$ cat src/sv/psal_ram.sv
// Generic single-port-write, single-port-read RAM with registered read data.
// Stand-alone; no package dependency.
module psal_ram #(
    parameter int unsigned WIDTH = 32,
    parameter int unsigned DEPTH = 64
) (
    input  logic                                    aclk,
    input  logic                                    wr_en,
    input  logic [(DEPTH > 1 ? $clog2(DEPTH) : 1)-1:0] wr_addr,
    input  logic [WIDTH-1:0]                        wr_data,
    input  logic                                    rd_en,
    input  logic [(DEPTH > 1 ? $clog2(DEPTH) : 1)-1:0] rd_addr,
    output logic [WIDTH-1:0]                        rd_data
);

    logic [WIDTH-1:0] mem [DEPTH];

    always_ff @(posedge aclk) begin
        if (wr_en) begin
            mem[wr_addr] <= wr_data;
        end
        if (rd_en) begin
            rd_data <= mem[rd_addr];
        end
    end

endmodule

$ cat config.mk
export PLATFORM = sky130hd
export DESIGN_NAME = psal_ram
export DESIGN_NICKNAME = d
export VERILOG_FILES = /design/src/sv/psal_ram.sv
export SDC_FILE = /design/constraint.sdc
export NUM_CORES = 2
export LEC_CHECK = 0
export BUFFER_PORTS_ARGS = -buffer_cell sky130_fd_sc_hd__buf_4
export CAP_MARGIN = 20
export CORE_UTILIZATION = 50
export CTS_BUF_LIST = sky130_fd_sc_hd__clkbuf_4 sky130_fd_sc_hd__clkbuf_8
export DETAILED_ROUTE_END_ITERATION = 10
export GPL_ROUTABILITY_DRIVEN = 0
export PLACE_DENSITY = 0.75
export SLEW_MARGIN = 25
export SYNTH_ARGS = -nofsm -noshare
export SYNTH_HDL_FRONTEND = slang
export SYNTH_SLANG_ARGS = --single-unit
$ cat constraint.sdc
create_clock -name aclk -period 4.6 [get_ports aclk]
set_input_delay 0.23 -clock aclk [delete_from_list [all_inputs] [get_ports aclk]]
set_output_delay 0.23 -clock aclk [all_outputs]
set_load 0.01 [all_outputs]
### Word-level counts from Yosys, hierarchy flattened

Memory sizes are Yosys's and may differ from the RTL's. A register that Yosys moved wholly into a read port is not among the register bits.
Cells that the tools add are included.
W data, S select, Z words.

* bits in latches: 0
* logic and storage cells: 3
* bits in writable memories: 2048
* memories kept: 1
* ROM bits: 0
* register bits after elaboration: 0
* bits of input ports: 47

Memories
* mem: words 64, bits a word 32, read ports 1, clocked after memory_dff 1, write ports 1, RTL line 16 `logic [WIDTH-1:0] mem [DEPTH];`

* reductions and logical operators: 0
* multiply operators: 0
* bitwise gates (word level): 0
* equality and inequality tests: 0
* $lt $le $gt $ge: 0
* shift operators: 0
* add/sub/neg operators: 0
* div/mod/pow operators: 0
* multiplexer cells: 2

Operator list (number)
* $mux W1: 2

### Depth between registers and ports, before layout

* depth after elaboration: 2
* gate-level depth with buffers: 10

### Worst setup path before layout

OpenSTA, ideal clock, no wires.

* path kind: input to register
* start: input wr_addr[3] (netlist bit)
* end: memory mem[48][0], enable pin
* required time: 4.139 ns
* data arrival time: 2.929 ns
* path buffers: 1
* setup slack: 1.210 ns
* cell stages on the path: 4
* cells stage by stage: clkbuf_1 nor2b_1 nand4b_1 nor3_1

RTL lines
* from (decl): RTL line 9 `input logic [(DEPTH > 1 ? $clog2(DEPTH) : 1)-1:0] wr_addr,`
* to (decl): RTL line 16

No word-level cell before the write port.

==> impl_metrics.yaml <==
outcome:
  status: "complete, no violations"
synth:
  ys_warn_count: 0
  synth_xor_area_share_pct: 0
  synth_nets: 3371
  synth_edf_count: 2080
  synth.avg_cell_area_um2: 23.72
  async_reset_ff_share_pct: 0
  synthCells: 3324
  synth_mux_area_share_pct: 16.72
  synthSimpleGateAreaFrac_pct: 1.260
  synth_top_family_by_area: "multiplexers"
  synthDistinctLibCells: 33
  synthFlopType: "edfxtp_1"
  synth_seq_area_share_pct: 79.23
  ys_ff_latch: 2080
  synth-adder-area-share_pct: 0
  synth-compound-area-share_pct: 1.666
  synth_area_um2: 78840
timing:
  fin_crit_ps: 2810
  setup_viol: 0
  fmax_mhz: 355.8
  hold_viol: 0
  fin_crit_sh_pct: 61.10
  worstMarginPinSlew_ps: 1120
  whs_ps: 157.2
  tns_ps: 0
  slew_viol_final: 0
  rsz0062_at_grt: "no"
  finClkSkew_ps: 66.96
  layout_setup_ws_ps: 1790
  relSlewSlack_pct: 25.35
clocking:
  cts_tree: "done"
  clockBufferDepth: 4
  path_clk_slew_ps: 60
  cts_buffers: 335
  insertion_delay_ps: 1030
  clock_sinks: 2080
  cts_hold_buf: 43
  htreeDepth: 5
  root_buffer: "clkbuf_8"
  cts_setup_buffers: 0
  cts_resized: 0
detailed_routing:
  first_pass_iters: 5
  viasPerCell: 6.346
  wirelength_um: 196300
  wl_per_cell_um: 32.48
  vias: 38350
  drt_iter0_markers: 5042
  antenna_left: 0
  drc: 0
placed_design:
  dp_hpwl_um: 112500
  numPortBuffers: 78
  dp_slack_ps: 948.6
critical_path:
  crit_path_start_kind: "input port"
  r2r_cells: 4
  cp.required_ps: 5310
  crit_path_max_fanout: 49
  worstSetupPathType: "in -> reg"
  crit_path_end_kind: "register"
  arrival_ps: 3520
floorplan:
  rows: 145
  num_io_pins: 79
  initial_utilization_pct: 50.41
  design.die.area_um2: 159300
  die_y_um: 399.1
  core-area_um2: 156400
  dieWidth_um: 399.1
run:
  drv_cap: 0
global_routing:
  grt_max_degree: 77
  grt_pass1_vias: 38250
  track_usage_pct: 24.95
  grt-ovfl-total: 0
  grt_pass1_wl_um: 278400
  grt_antenna_before_repair: 15
power:
  p_leak_nw: 28.04
  vdd_drop_max_v: 0.0002677
  power_density_nw_per_um2: 422.6
hold_path:
  hold_path_class: "in -> reg"
  whs_path_depth: 4
finish:
  area_delta_synth_final_pct: 13.49
  final_net_count: 3797
  drive_gt1_share_pct: 33.29
[where the power goes]
part           internal (mW)  leakage, nW  total, mW  switching, mW
clock network           7.87         3.23       14.8           6.90
registers               21.0         18.7       21.1         0.0887
logic                  0.736         6.08       1.91           1.17
total                   29.6         28.0       37.8           8.16
[cells in the final DEF (no fill, tap or decap), types with 5 or more instances in the layout]
cell / count
mux4_2: 544
clkbuf_8: 342
a21oi_1: 62
nand2_1: 25
clkinv_2: 35
o22ai_1: 84
diode_2: 8
nand3_1: 5
dlygate4sd3_1: 43
buf_12: 12
buf_4: 210
clkinv_1: 85
nor3_1: 5
o221ai_1: 27
a22oi_1: 12
nor2_1: 75
bufinv_16: 5
nor2_4: 62
mux2i_1: 93
a311oi_1: 8
nor2b_1: 14
edfxtp_1: 2080
nand3b_1: 5
nand2b_1: 6
clkbuf_4: 91
[logic make-up (layout without fill, tap and decap cells)]
kind of cell / Yosys count / in the layout
compound gates: 202 / 202
buf+inv: 182 / 835
flops: 2080 / 2080
mux: 637 / 637
other cells: 0 / 8
simple gates: 223 / 223
[per-layer routing]
metal	track usage, %	vias up	part of all wire, %	wire, um
met5	0	-	0.034	67
met4	8.124	10	3.0	5883
met3	6.638	343	12	23470
met2	39.46	2556	48	94980
met1	34.04	20260	37	71890
li1	-	15170	-	-
[state kept, by name (all words and copies together) (netlist names)]
register / cells
mem: 2048
rd_data: 32
[per-stage QoR]
stage | utilization, % | total power [mW] | instances | area [um2]
floorplan | - | 22.49 | 3324 | 78840
global placement | 52.98 | 23.34 | 5425 | 82860
detailed placement | 53.02 | 23.39 | 5427 | 82910
CTS | 57.18 | 37.98 | 6034 | 89420
global route | 57.20 | 38.89 | 6038 | 89460
finish | 57.21 | 37.81 | 6043 | 89470
[final timing paths]
path / from / to / slack, ps
worst max register to register: mem[28][2]$_DFFE_PP_ / rd_data[2]$_DFFE_PP_ / 1940
worst min register to register: mem[12][4]$_DFFE_PP_ / rd_data[4]$_DFFE_PP_ / 820
worst min-delay path: wr_en / mem[55][18]$_DFFE_PP_ / 160
worst max-delay path: rd_addr[3] / rd_data[2]$_DFFE_PP_ / 1790
[worst max-delay path, stage by stage]
cell           delay [ps]
dlygate4sd3_1         540
buf_6                 470
buf_4                 710
mux4_2                460
o22ai_1               870
nor2_1                120
[synthesized netlist by cell type, types with 2 or more instances]
library cell	number	area share [%]
buf_1	21	0.10
nand4_1	2	0.016
o32ai_1	4	0.044
nor2_1	137	0.65
nor3_1	7	0.044
mux2i_1	93	1.2
o22ai_1	84	0.67
o221ai_1	27	0.30
nand3_1	5	0.032
nand2b_1	8	0.063
a41o_1	4	0.051
a311oi_1	8	0.089
a22oi_1	12	0.11
nor2b_1	15	0.12
or3b_2	3	0.033
a21oi_1	62	0.39
nand2_1	26	0.12
and2_1	2	0.016
mux4_2	544	16
or3b_1	2	0.022
clkbuf_1	74	0.35
edfxtp_1	2080	79
or3_1	3	0.024
buf_2	57	0.36
and3_1	4	0.032
buf_6	5	0.071
buf_4	25	0.24
nand3b_1	5	0.048
[final cells by class]
type | instances | area [um2]
Tap cell | 2058 | 2575
Clock inverter | 131 | 691.9
Antenna cell | 8 | 20.02
Sequential cell | 2080 | 62460
Fill cell | 10840 | 66920
Multi-Input combinational cell | 1062 | 15980
Clock buffer | 433 | 5390
Timing Repair Buffer | 271 | 2359
Power figures use the tool's default switching activity.
