--- src/sv/psal_pkg.sv ---
// Shared types and constants of the per-source attempt limiter.
// Used by every module of the block but psal_ram; depends on nothing.
package psal_pkg;

    localparam int unsigned TIME_W = 32;
    localparam int unsigned COUNT_W = 8;
    localparam int unsigned CFG_W = 16;
    localparam int unsigned CFG_ADDR_W = 2;

    // commands
    localparam logic [1:0] CMD_CHECK   = 2'd0;
    localparam logic [1:0] CMD_SUCCESS = 2'd1;

    // result status codes
    localparam logic [3:0] ST_NEW       = 4'd0;
    localparam logic [3:0] ST_COUNTED   = 4'd1;
    localparam logic [3:0] ST_RESTART   = 4'd2;
    localparam logic [3:0] ST_BLOCKED   = 4'd3;
    localparam logic [3:0] ST_STILL     = 4'd4;
    localparam logic [3:0] ST_EXTENDED  = 4'd5;
    localparam logic [3:0] ST_UNBLOCKED = 4'd6;
    localparam logic [3:0] ST_FULL      = 4'd7;
    localparam logic [3:0] ST_SUCCESS   = 4'd8;
    localparam logic [3:0] ST_IGNORED   = 4'd9;

    // configuration register indexes
    localparam logic [CFG_ADDR_W-1:0] CFG_LIMIT  = 2'd0;
    localparam logic [CFG_ADDR_W-1:0] CFG_WINDOW = 2'd1;
    localparam logic [CFG_ADDR_W-1:0] CFG_BLOCK  = 2'd2;

    localparam logic [7:0]  LIMIT_RESET  = 8'd5;
    localparam logic [15:0] WINDOW_RESET = 16'd900;
    localparam logic [15:0] BLOCK_RESET  = 16'd300;

    typedef struct packed {
        logic [7:0]  limit;
        logic [15:0] window;
        logic [15:0] block;
    } cfg_t;

    // one table record besides the key
    typedef struct packed {
        logic [TIME_W-1:0]  window_start;
        logic [COUNT_W-1:0] count;
        logic               blocked;
        logic [TIME_W-1:0]  block_end;
    } rec_t;

    // first-stage differences taken from the fetched record
    typedef struct packed {
        logic [TIME_W:0] win_diff;  // now - window_start, borrow on top
        logic [TIME_W:0] left;      // block_end - now, borrow on top
        logic            cnt_ge;    // count at or above the limit
    } prep_t;

    typedef struct packed {
        logic              allowed;
        logic [3:0]        status;
        logic [TIME_W-1:0] remain;
        logic              key_we;
        logic              rec_we;
        rec_t              rec;
    } dec_t;

endpackage

--- src/sv/psal_cfg.sv ---
// Configuration registers of the attempt limiter (limit, window, block length).
// Depends on psal_pkg.
module psal_cfg (
    input  logic                              aclk,
    input  logic                              aresetn,
    input  logic                              cfg_wr_en,
    input  logic [psal_pkg::CFG_ADDR_W-1:0]   cfg_addr,
    input  logic [psal_pkg::CFG_W-1:0]        cfg_wdata,
    output psal_pkg::cfg_t                    cfg
);

    psal_pkg::cfg_t cfg_reg;
    psal_pkg::cfg_t cfg_next;

    always_comb begin
        cfg_next = cfg_reg;
        if (cfg_wr_en) begin
            unique case (cfg_addr)
                psal_pkg::CFG_LIMIT:  cfg_next.limit  = cfg_wdata[7:0];
                psal_pkg::CFG_WINDOW: cfg_next.window = cfg_wdata;
                psal_pkg::CFG_BLOCK:  cfg_next.block  = cfg_wdata;
                default: ;
            endcase
        end
    end

    always_ff @(posedge aclk) begin
        if (!aresetn) begin
            cfg_reg.limit  <= psal_pkg::LIMIT_RESET;
            cfg_reg.window <= psal_pkg::WINDOW_RESET;
            cfg_reg.block  <= psal_pkg::BLOCK_RESET;
        end else begin
            cfg_reg <= cfg_next;
        end
    end

    assign cfg = cfg_reg;

endmodule

--- config.mk ---
export PLATFORM = sky130hd
export DESIGN_NAME = psal_cfg
export DESIGN_NICKNAME = d
export VERILOG_FILES = /design/src/sv/psal_pkg.sv /design/src/sv/psal_cfg.sv
export SDC_FILE = /design/constraint.sdc
export NUM_CORES = 1
export LEC_CHECK = 0
export BUFFER_PORTS_ARGS = -buffer_cell sky130_fd_sc_hd__clkbuf_2
export CAP_MARGIN = 25
export CORE_MARGIN = 4
export CORE_UTILIZATION = 47
export DETAILED_ROUTE_END_ITERATION = 8
export PLACE_DENSITY = 0.83
export RECOVER_POWER = 25
export SETUP_SLACK_MARGIN = 0.1
export SYNTH_ARGS = -nofsm -noshare
export SYNTH_HDL_FRONTEND = slang
export SYNTH_SLANG_ARGS = --single-unit
--- constraint.sdc ---
create_clock -name aclk -period 1.3 [get_ports aclk]
set_input_delay 0.13 -clock aclk [delete_from_list [all_inputs] [get_ports aclk]]
set_output_delay 0.13 -clock aclk [all_outputs]
set_load 0.01 [all_outputs]
## After elaboration in Yosys (flattened, before gate mapping)

Index checks and enable logic that the tools add are counted.

- Equality and inequality tests: 2
- Reduce and logical (&&, ||, !) cells: 4

Operator list:

| kind | number |
|---|---|
| $reduce_and A2 Y1 | 3 |
| $eq A2 B1 Y1 const B | 1 |
| $eq A2 B2 Y1 const B | 1 |
| $logic_not A2 Y1 | 1 |

- Bits in registers: 40
- Input bits: 21
- Logic and storage cells: 9

## Depth between registers and ports, before layout

- Word-level depth: 2
- Gate-level depth with buffers: 5

## Worst setup path after synthesis

No wires, ideal clock.

- Path type: input to register
- Start: input port cfg_wr_en
- End: register cfg_reg, in the netlist cfg[32]
- Arrival time: 1018 ps
- Required time: 1180 ps
- Slack: 162 ps
- Cell stages on the path: 4
- Path through: buf_4 or3b_1 buf_6 a211o_1

- Cells in the longest elaborated chain, start to end: 1

RTL lines:

| what | line | RTL |
|---|---|---|
| from (decl) | psal_cfg.sv:6 | `input logic cfg_wr_en,` |
| $reduce_and A2 Y1 (no line) | n/a |  |
| to (signal assigned) | psal_cfg.sv:33 | `cfg_reg <= cfg_next;` |
| to (decl) | psal_cfg.sv:12 | `psal_pkg::cfg_t cfg_reg;` |

No other way between the ends.
A chain may end at the register's enable or synchronous reset.

## Worst setup path after layout

- Start: register cfg_reg, in the netlist cfg[38]
- End: output port cfg[38] (netlist name)

RTL lines:

| what | line | RTL |
|---|---|---|
| to (decl) | psal_cfg.sv:9 | `output psal_pkg::cfg_t cfg` |

No word-level cell between the ends.

==> summary.txt <==
Clock network
  – # hold bufs at CTS: 0
  – Clock Root Buffer: clkbuf_4
  – Clock latency at the later pin of the worst-skew pair: 0.35 ns
  – # clock sinks: 40
  – TritonCTS Buffers: 5
  – H-tree levels: 2
  – Post_cts resized: 0
  – Clk slew on worst S/H paths: around 0.12 ns
  – Post-CTS Setup Bufs: 0
  – CTS tree: done
  – CTS Buffer Depth: 2

Power
  – Clock power share: a little under two fifths
  – Net Sw Frac: between 20 and 25%
  – Pleak: just over 1 nW
  – P_int: roughly 1.9 mW
  – Comb power frac: 10.6%
  – Tot Pwr: 2.45 mW
  – Worst ir drop on vdd: a little over 0.8 mV
  – Pwr dens: approximately 1200 nW/um^2
  – Reg power frac: a little over half
  – Net switching power: ~0.55 mW

Setup path
  – Reg2reg end: cfg[32]
  – Buf/Inv on CP: 1
  – CP max FO: 2
  – Slowest CP cell: dfxtp_1
  – Setup crit end: cfg[38]
  – WP data arrival: 0.85 ns
  – CP Launch Type: flop
  – Max stage delay on crit path: 0.36 ns
  – Critical path depth: 1
  – Worst reg2reg setup slack: between 0.6 and 0.7 ns
  – Data required time of the worst path: about 1.2 ns
  – Critical Setup Path Class: flop to output port
  – CP top delay family: flip-flops
  – Critical path endpoint category: output port
  – CP Launch Point: cfg[38]
  – Worst r2r src: cfg[32]
  – Critical Path, Cell by Cell: clkbuf_2
  – Worst reg2reg path depth: 1

Global routing
  – Vias in the first global route: roughly 1,200
  – Overflow after GRT: 0
  – First-pass GRT wire length: approximately 5.2 mm
  – Total GRT Usage: roughly 16%
  – Largest net degree at the start of global routing: 30
  – Initial antenna violation count: 0

Floorplan
  – I/O pins: 61
  – Starting density of the core: 50.2%
  – Chip width: approximately 66 um
  – Total die area: between 4000 and 5000 um^2
  – Core footprint: about 3100 um^2
  – FP Rows: 20
  – Die H: 65.6 um

Placement
  – Final Wtd Congestion: 0.727
  – PortBufs: 60
  – Placement Cell Area: around 2000 um^2
  – DP HPWL: ~2.4 mm
  – Pre-CTS WS: ~0.20 ns

Yosys
  – Sequential share of the synthesized area: a little over 50%
  – Ys Warns: 0
  – Synth Instances: about 160
  – Post-synthesis register bit count: 40
  – Avg Inst Size Synth: between 9 and 10 um^2
  – Unique masters post-synth: 16
  – Synthesized net count: roughly 180
  – Mapped cell area: around 1600 um^2

Layout
  – P&R area growth vs syn: 29.6%
  – # diodes: 0
  – Max FFs per register: 40
  – Fraction of layout cells with a size suffix above 1: between 30% and 40%
  – Final Instance Area: between 2000 and 2500 um^2
  – NumNets Final: approximately 240

STA
  – RSZ-0062 raised after global routing: no
  – Final period utilization: between 70 and 80%
  – Tmin final: between 0.9 and 1 ns
  – Slew headroom: approximately 71%
  – Setup TNS: 0 ns
  – Max-slew violation count: 0
  – # setup viols final: 0
  – Actual slew at the worst max-slew pin: approximately 0.43 ns
  – Clock Skew: 0 ns
  – Worst setup margin: roughly 0.32 ns
  – Fmax achieved: 1020 MHz
  – Hold Vio Cnt, Final: 0

Routing
  – Wire length per cell: between 10 and 15 um
  – TritonRoute pass-1 iters: 4
  – Number of vias per cell: 4.69
  – ANT nets after route: 0
  – Final wirelength: between 3 and 4 mm
  – Post-route DRC: 0
  – Drt initial violations: 33
  – Vias: 1,243

Outcome
  – Status: complete, no violations

Hold path
  – Hold Crit Class: primary input to flop

Job
  – Max cap viols: 0
cells in the mapped netlist (all sizes together):
master,number,area share [%]
nand4b,4,2.2
a211o,1,0.56
o211ai,4,1.9
or3b,1,0.56
nor2b,7,2.8
nor4bb,1,0.64
nand2,44,11
clkbuf,7,1.7
mux2i,35,22
buf,5,2.3
nand3b,1,0.48
dfxtp,40,51
inv,5,1.2
and3b,2,1.1
cells in the final DEF (no fill, tap or decap):
master / synthesis / final
mux2i_1: 35 / 35
or3b_1: 1 / 1
clkbuf_1: 7 / 3
buf_4: 2 / 3
clkbuf_2: 0 / 60
nand4b_1: 4 / 4
and3b_1: 2 / 2
bufinv_16: 0 / 1
nor4bb_1: 1 / 1
clkbuf_4: 0 / 5
nor2b_1: 7 / 7
clkbuf_8: 0 / 2
nand3b_1: 1 / 1
a211o_1: 1 / 1
dfxtp_1: 40 / 40
nand2_1: 44 / 44
inv_1: 5 / 5
buf_12: 0 / 2
o211ai_1: 4 / 4
per-layer routing:
metal	vias to the layer above	GRT usage, %	share of wire (%)
met5	-	0	0
met4	0	4.66	1.1
met3	5	7.52	8.5
met2	42	25.7	45
met1	550	19.5	45
li1	646	-	-
per-stage QoR:
step	utilization, %	hold slack [ns]	cells
CTS	65.9	0.00462	265
global placement	62.8	0.388	257
global route	65.1	0.00993	265
finish	65.1	0.0165	265
floorplan	-	0.272	157
detailed placement	62.8	0.393	257
layout make-up:
cell class / count / area (um^2)
fill: 295 / 1080
multi-input combinational: 100 / 677
sequential: 40 / 801
clock buffer: 7 / 65.1
timing repair buffer: 68 / 374
tap: 44 / 55.1
inverter: 5 / 18.8
clock inverter: 1 / 30.0
power by group through the flow:
stage / Sequential [mW] / Combinational, mW / Clock (mW)
after global routing: 1.30 / 0.288 / 0.977
after detailed placement: 1.32 / 0.269 / 0
final: 1.29 / 0.260 / 0.900
after CTS: 1.30 / 0.271 / 0.921
after floorplan: 1.34 / 0.125 / 0
after global placement: 1.32 / 0.266 / 0
kinds of logic after synthesis:
kind of cell / after synthesis / share of synthesized area (%)
and+or+nand+nor: 60 / 18.5
DFF: 40 / 51.4
muxes: 35 / 22.5
buffers and inverters: 17 / 5.22
AOI/OAI and AO/OA: 5 / 2.49
worst min path at each step:
stage / to / startpoint / depth (start not counted)
finish: cfg[31] / cfg_wdata[15] / 3
global route: cfg[9] / cfg_wdata[9] / 3
CTS: cfg[31] / cfg_wdata[15] / 3
detailed placement: cfg[9] / cfg_wdata[9] / 3
global placement: cfg[9] / cfg_wdata[9] / 3
floorplan: cfg[9] / cfg_wdata[9] / 2
Note: power is estimated with default switching activity, not from simulation.
